$ cat config.mk
export PLATFORM = sky130hd
export DESIGN_NAME = fac_ctrl
export DESIGN_NICKNAME = d
export VERILOG_FILES = /design/src/rtl/fac_pkg.sv /design/src/rtl/fac_ctrl.sv
export SDC_FILE = /design/constraint.sdc
export NUM_CORES = 1
export LEC_CHECK = 0
export BUFFER_PORTS_ARGS = -buffer_cell sky130_fd_sc_hd__buf_2
export CAP_MARGIN = 0
export CORE_MARGIN = 2
export CORE_UTILIZATION = 46
export DETAILED_ROUTE_END_ITERATION = 8
export PLACE_DENSITY = 0.71
export SLEW_MARGIN = 25
export SYNTH_ARGS = -nofsm -noshare
export SYNTH_HDL_FRONTEND = slang
export SYNTH_SLANG_ARGS = --single-unit
$ cat constraint.sdc
create_clock -name clk -period 1.7 [get_ports clk]
set_input_delay 0.17 -clock clk [delete_from_list [all_inputs] [get_ports clk]]
set_output_delay 0.17 -clock clk [all_outputs]
set_load 0.1 [all_outputs]
$ cat src/rtl/fac_pkg.sv
// Package for the formation alignment check: widths, constants, CORDIC table,
// and the command/status structs between controller and datapath. No dependencies.
package fac_pkg;

  localparam int PosW = 24;
  localparam int HeadW = 15;
  localparam int TrigW = 16;
  localparam int CordW = 20;
  localparam int CordSteps = 16;
  localparam int StepW = 4;

  localparam logic signed [HeadW-1:0] HalfTurn = 15'sd12868;
  localparam logic signed [HeadW-1:0] QuarterTurn = 15'sd6434;
  localparam logic [HeadW-1:0] HeadErrMax = 15'd25736;
  localparam logic signed [CordW-1:0] CordGain = 20'sd39797;
  localparam logic signed [TrigW-1:0] Q14One = 16'sd16384;

  localparam logic [PosW-1:0] LatLimitReset = 24'd205;
  localparam logic [PosW-1:0] LonLimitReset = 24'd358;
  localparam logic [HeadW-1:0] HeadLimitReset = 15'd2145;

  typedef enum logic [1:0] {
    CFG_LAT = 2'd0,
    CFG_LON = 2'd1,
    CFG_HEAD = 2'd2
  } cfg_index_t;

  localparam logic CMD_LOAD = 1'b0;
  localparam logic CMD_CHECK = 1'b1;

  typedef struct packed {
    logic capture;     // latch input beat
    logic cord_init;   // start CORDIC
    logic cord_step;   // one CORDIC iteration
    logic cord_store;  // write leader trig
    logic mult;        // register products
    logic finish;      // form result into output register
  } fac_cmd_t;

  typedef struct packed {
    logic is_check;
  } fac_status_t;

  function automatic logic signed [CordW-1:0] atan_q16(input logic [StepW-1:0] i);
    logic signed [CordW-1:0] r;
    begin
      case (i)
        4'd0: r = 20'sd51472;
        4'd1: r = 20'sd30386;
        4'd2: r = 20'sd16055;
        4'd3: r = 20'sd8150;
        4'd4: r = 20'sd4091;
        4'd5: r = 20'sd2047;
        4'd6: r = 20'sd1024;
        4'd7: r = 20'sd512;
        4'd8: r = 20'sd256;
        4'd9: r = 20'sd128;
        4'd10: r = 20'sd64;
        4'd11: r = 20'sd32;
        4'd12: r = 20'sd16;
        4'd13: r = 20'sd8;
        4'd14: r = 20'sd4;
        default: r = 20'sd2;
      endcase
      return r;
    end
  endfunction

endpackage

$ cat src/rtl/fac_ctrl.sv
// Controller for the formation alignment check: sequences capture, CORDIC,
// multiply and result stages. Depends on fac_pkg.
module fac_ctrl (
  input  logic                 clk,
  input  logic                 rst,
  input  logic                 in_fire,
  input  logic                 out_busy,
  input  fac_pkg::fac_status_t status,
  output logic                 in_stall,
  output fac_pkg::fac_cmd_t    cmd
);

  typedef enum logic [5:0] {
    S_IDLE  = 6'b000001,
    S_INIT  = 6'b000010,
    S_CORD  = 6'b000100,
    S_STORE = 6'b001000,
    S_MULT  = 6'b010000,
    S_DONE  = 6'b100000
  } state_t;

  state_t state, state_next;
  logic [fac_pkg::StepW-1:0] step, step_next;

  always_comb begin
    state_next = state;
    step_next = step;
    cmd = '0;
    cmd.capture = in_fire;
    case (state)
      S_IDLE: begin
        if (in_fire) state_next = S_INIT;
      end
      S_INIT: begin
        if (status.is_check) begin
          state_next = S_MULT;
        end else begin
          cmd.cord_init = 1'b1;
          step_next = '0;
          state_next = S_CORD;
        end
      end
      S_CORD: begin
        cmd.cord_step = 1'b1;
        step_next = step + 1'b1;
        if (step == fac_pkg::StepW'(fac_pkg::CordSteps - 1)) state_next = S_STORE;
      end
      S_STORE: begin
        cmd.cord_store = 1'b1;
        state_next = S_DONE;
      end
      S_MULT: begin
        cmd.mult = 1'b1;
        state_next = S_DONE;
      end
      S_DONE: begin
        if (!out_busy) begin
          cmd.finish = 1'b1;
          state_next = S_IDLE;
        end
      end
      default: state_next = S_IDLE;
    endcase
  end

  assign in_stall = (state != S_IDLE);

  always_ff @(posedge clk) begin
    if (rst) begin
      state <= S_IDLE;
      step <= '0;
    end else begin
      state <= state_next;
      step <= step_next;
    end
  end

  a_one_hot: assert property (@(posedge clk) disable iff (rst) $onehot(state))
    else $error("state not one-hot");
  a_no_accept_busy: assert property (@(posedge clk) disable iff (rst)
    state != S_IDLE |-> !in_fire) else $error("beat accepted while busy");
  a_finish_once: assert property (@(posedge clk) disable iff (rst)
    cmd.finish |=> state == S_IDLE) else $error("finish without return to idle");

endmodule

# Yosys cells after proc, flatten, opt, wreduce, memory -nomap -nowiden
# Cells that the tools add are included.
[word_totals]
regBits = 10
in_bits = 5
out_inout_bits = 7
word_cells = 33
[op_classes]
n_addsub = 1
eq_ne = 12
mux = 14
reduce_logical = 4
[ops]
columns = ["op", "n"]
rows = [
  ["$pmux 6 s5", 1],
  ["$mux 6", 3],
  ["$ne 2x2->1 const B", 4],
  ["$pmux 4 s2", 1],
  ["$mux 1", 7],
  ["$eq 6x1->1 const B", 1],
  ["$eq 6x2->1 const B", 1],
  ["$eq 6x3->1 const B", 1],
  ["$eq 6x4->1 const B", 1],
  ["$eq 6x5->1 const B", 1],
  ["$eq 6x6->1 const B", 1],
  ["$ne 6x1->1 const B", 1],
  ["$mux 5", 1],
  ["$add 4x1->4 const B", 1],
  ["$eq 4x4->1 const B", 1],
  ["$mux 4", 1],
  ["$reduce_and 3->1", 1],
  ["$reduce_and 2->1", 1],
  ["$reduce_bool 2->1", 1],
  ["$reduce_or 2->1", 1],
]

# Depth between registers and ports, before layout
[depth]
word_depth = 3
ltp_mapped = 5

# Worst setup path before layout
# OpenSTA, ideal clock, no wires.
[synth_timing]
kind = "register to output"
from = "register state[4]"
to = "output cmd[0] (netlist bit)"
arrival_time_ns = 4.252
slack_ns = -2.722
stages_incl_launch_ff = 4
path_cell_list = "dfxtp_1 -> clkbuf_1 -> or4_2 -> nor4b_1"
[synth_rtl]
columns = ["element", "line_no", "text"]
rows = [
  ["start, declared", "fac_ctrl.sv:22", "state_t state, state_next;"],
  ["start signal, assigned", "fac_ctrl.sv:73", "state <= state_next;"],
  ["end, declared", "fac_ctrl.sv:10", "output fac_pkg::fac_cmd_t cmd"],
]

==> impl_metrics.tcl <==
set metrics [dict create \
    outcome "complete, but fails checks" \
    violations "setup timing" \
    cts_hold_buf 0 \
    cp_num_buf_inv 2 \
    drive_above_1_share_pct 51.1 \
    drcViolationCount 0 \
    drtIter0Drc 2 \
    synth-seq-area-share_pct 32.7 \
    cts_tree "yes" \
    cap_violations 0 \
    hold_violations 0 \
    arrival_ns 1.67 \
    die_h_um 40.5 \
    synth_compound_area_share_pct 18.8 \
    cts_buffers 3 \
    synth_edf_count 0 \
    final_core_util_pct 74.1 \
    endpoint "cmd[4]" \
    ir_drop_mv 0.667 \
    regToRegStartpoint "state[4]" \
    cp.depth 4 \
    setup-violations-final 4 \
    antenna_found_initial 0 \
    nets 102 \
    synth_adder_area_share_pct 2.04 \
    synthMuxAreaShare_pct 0 \
    startpoint "state[4]" \
    power.density_mw_per_mm2 756 \
    hold_ws_ns 0.152 \
    grt_first_pass_wirelength_um 2490 \
    crit_slowest_cell "or4_4" \
    clk_latency_ns 0.27 \
    slew_headroom_pct 68.1 \
    num_vias 621 \
    port_buffers 11 \
    synth_top_family_by_area "simple AND/OR/NAND/NOR gates" \
    layout_setup_ws_ns -0.136 \
    drv_slew 0 \
    period_needed_ns 1.84 \
    cts.htree.levels 1 \
    dieArea_mm2 0.00164 \
    yosysWarnings 0 \
    root_buffer "clkbuf_4" \
    crit_path_cell_trace "or4_4 > or2_4 > clkinvlp_4 > buf_12" \
    worst-setup-path-type "reg -> out" \
    grt_max_degree 10 \
    layout_commonest_cell "buf_4" \
    drtPass1Iterations 2 \
    fin_crit_sh_pct 108 \
    clock-skew-final_ns 0.00196 \
    cp_top_family "simple AND/OR/NAND/NOR gates" \
    leakage_nw 0.344 \
    boundaryPins 12 \
    hp-class "in -> reg" \
    critPathCaptureType "output port" \
    synthSimpleGateAreaFrac_pct 35.4 \
    crit_fanout 3 \
    start_kind "flip-flop" \
    syn_avg_cell_area_um2 8.16 \
    rsz0062_at_grt "true" \
    path_clk_slew_ns 0.06 \
    start_util_pct 48.2 \
    cts.sinks 10 \
    rows 13 \
    grt_pass1_vias 577 \
    synth.distinct_cells 34 \
    max_freq_mhz 545 \
    area_growth_pct 53.6 \
    die_w_um 40.5 \
    async_reset_ff_share_pct 0 \
    synth_area_um2 612 \
    grtUsageTotal_pct 23.7 \
    antenna_cells 0 \
    vias_per_cell 5.70 \
    clockBufferDepth 2 \
    finalPower_uw 711 \
    r2r_slack_ns 0.02 \
    grt_overflow 0 \
    core_area_mm2 0.00127 \
    routabilityCongestion 0.831 \
    synthCells 75 \
    routed_wl_um 1630 \
    worstReg2RegEnd "step[3]" \
    ant_nets 0 \
    yosys.area_share.xor_xnor_pct 1.43 \
    synth_nets 81 \
    critPathRequiredTime_ns 1.53 \
    cpPeakStageDelay_ns 0.54 \
    fin_setup_tns_ns -0.472 \
    ys_seq_elements 10 \
    r2r_cells 6 \
    routedWlPerCell_um 14.9 \
    worstMarginPinSlew_ns 0.482 \
    final_cell_mix "buf_4, a21oi_1, buf_2, buf_12, dfxtp_1" \
    synthFlopType "dfxtp_1" \
]
[sequential cells by signal, indices dropped and copies added (netlist names)]
name / cells
state: 6
step: 4
[kinds of logic (layout without fill, tap and decap cells)]
group / Yosys count / after routing
compound gates: 18 / 18
xor+xnor: 1 / 1
fa+ha+maj: 1 / 1
buf+inv: 11 / 30
flops: 10 / 10
simple gates: 34 / 34
[metrics by stage]
stage	worst slack, ns	instances	area (µm²)
finish	-0.136	109	940
global route	-0.165	109	940
CTS	-0.114	109	916
detailed placement	-0.00253	101	822
global placement	0.0561	101	822
floorplan	-0.543	75	674
[area by class of cell]
class	count	area, µm²
Multi-Input combinational cell	54	440
Fill cell	90	329
Timing Repair Buffer	23	226
Sequential cell	10	209
Clock buffer	3	22.5
Inverter	4	22.5
Tap cell	15	18.8
[how the worst min path moves through the flow]
stage            start  endpoint  cells after the start
6_report       in_fire  state[1]                      3
5_1_grt         status  state[4]                      3
4_1_cts         status  state[4]                      3
3_5_place_dp    status  state[4]                      3
3_3_place_gp    status  state[4]                      3
2_1_floorplan   status  state[4]                      2
[per-layer routing]
metal  global-route usage [%]  part of all wire (%)  vias to the layer above
met1                     28.9                    46                      289
met2                     37.3                    48                        9
met3                     8.33                   3.3                        5
met5                        0                     0                        -
met4                     10.0                   2.2                        0
li1                         -                     -                      318
[cell usage after synthesis, types with 2 or more instances]
master / n / share of area [%]
dfxtp_1: 10 / 33
a21oi_1: 6 / 4.9
inv_1: 4 / 2.5
nand3_1: 4 / 3.3
nor2b_1: 4 / 4.1
nor3_1: 4 / 3.3
o21ai_0: 4 / 3.3
nor4_1: 3 / 3.1
or4_1: 3 / 3.7
buf_4: 2 / 2.5
clkbuf_1: 2 / 1.2
nand2_1: 2 / 1.2
nand2b_1: 2 / 2.0
nand3b_1: 2 / 2.5
nor3b_1: 2 / 2.5
o311a_1: 2 / 3.3
or3b_2: 2 / 2.9
[where the power goes]
part           total, mW  switching [mW]  internal [mW]
clock              0.164          0.0824         0.0820
sequential         0.260          0.0149          0.245
combinational      0.286           0.168          0.118
[worst register-to-register path, cell delays in order, from the launching register on]
cell and delay [ns]:
dfxtp_2 0.33, or4_4 0.54, buf_6 0.14, buf_4 0.13, buf_4 0.13, o21bai_1 0.23
a21oi_1 0.07
[timing repair]
action / 4_1_cts / 5_1_grt
gates resized for setup: 11 / 8
setup endpoints to repair: 7 / 7
setup buffers: 5 / 0
pin swaps: 8 / 2
No activity file was read; power rests on OpenSTA's default activity.
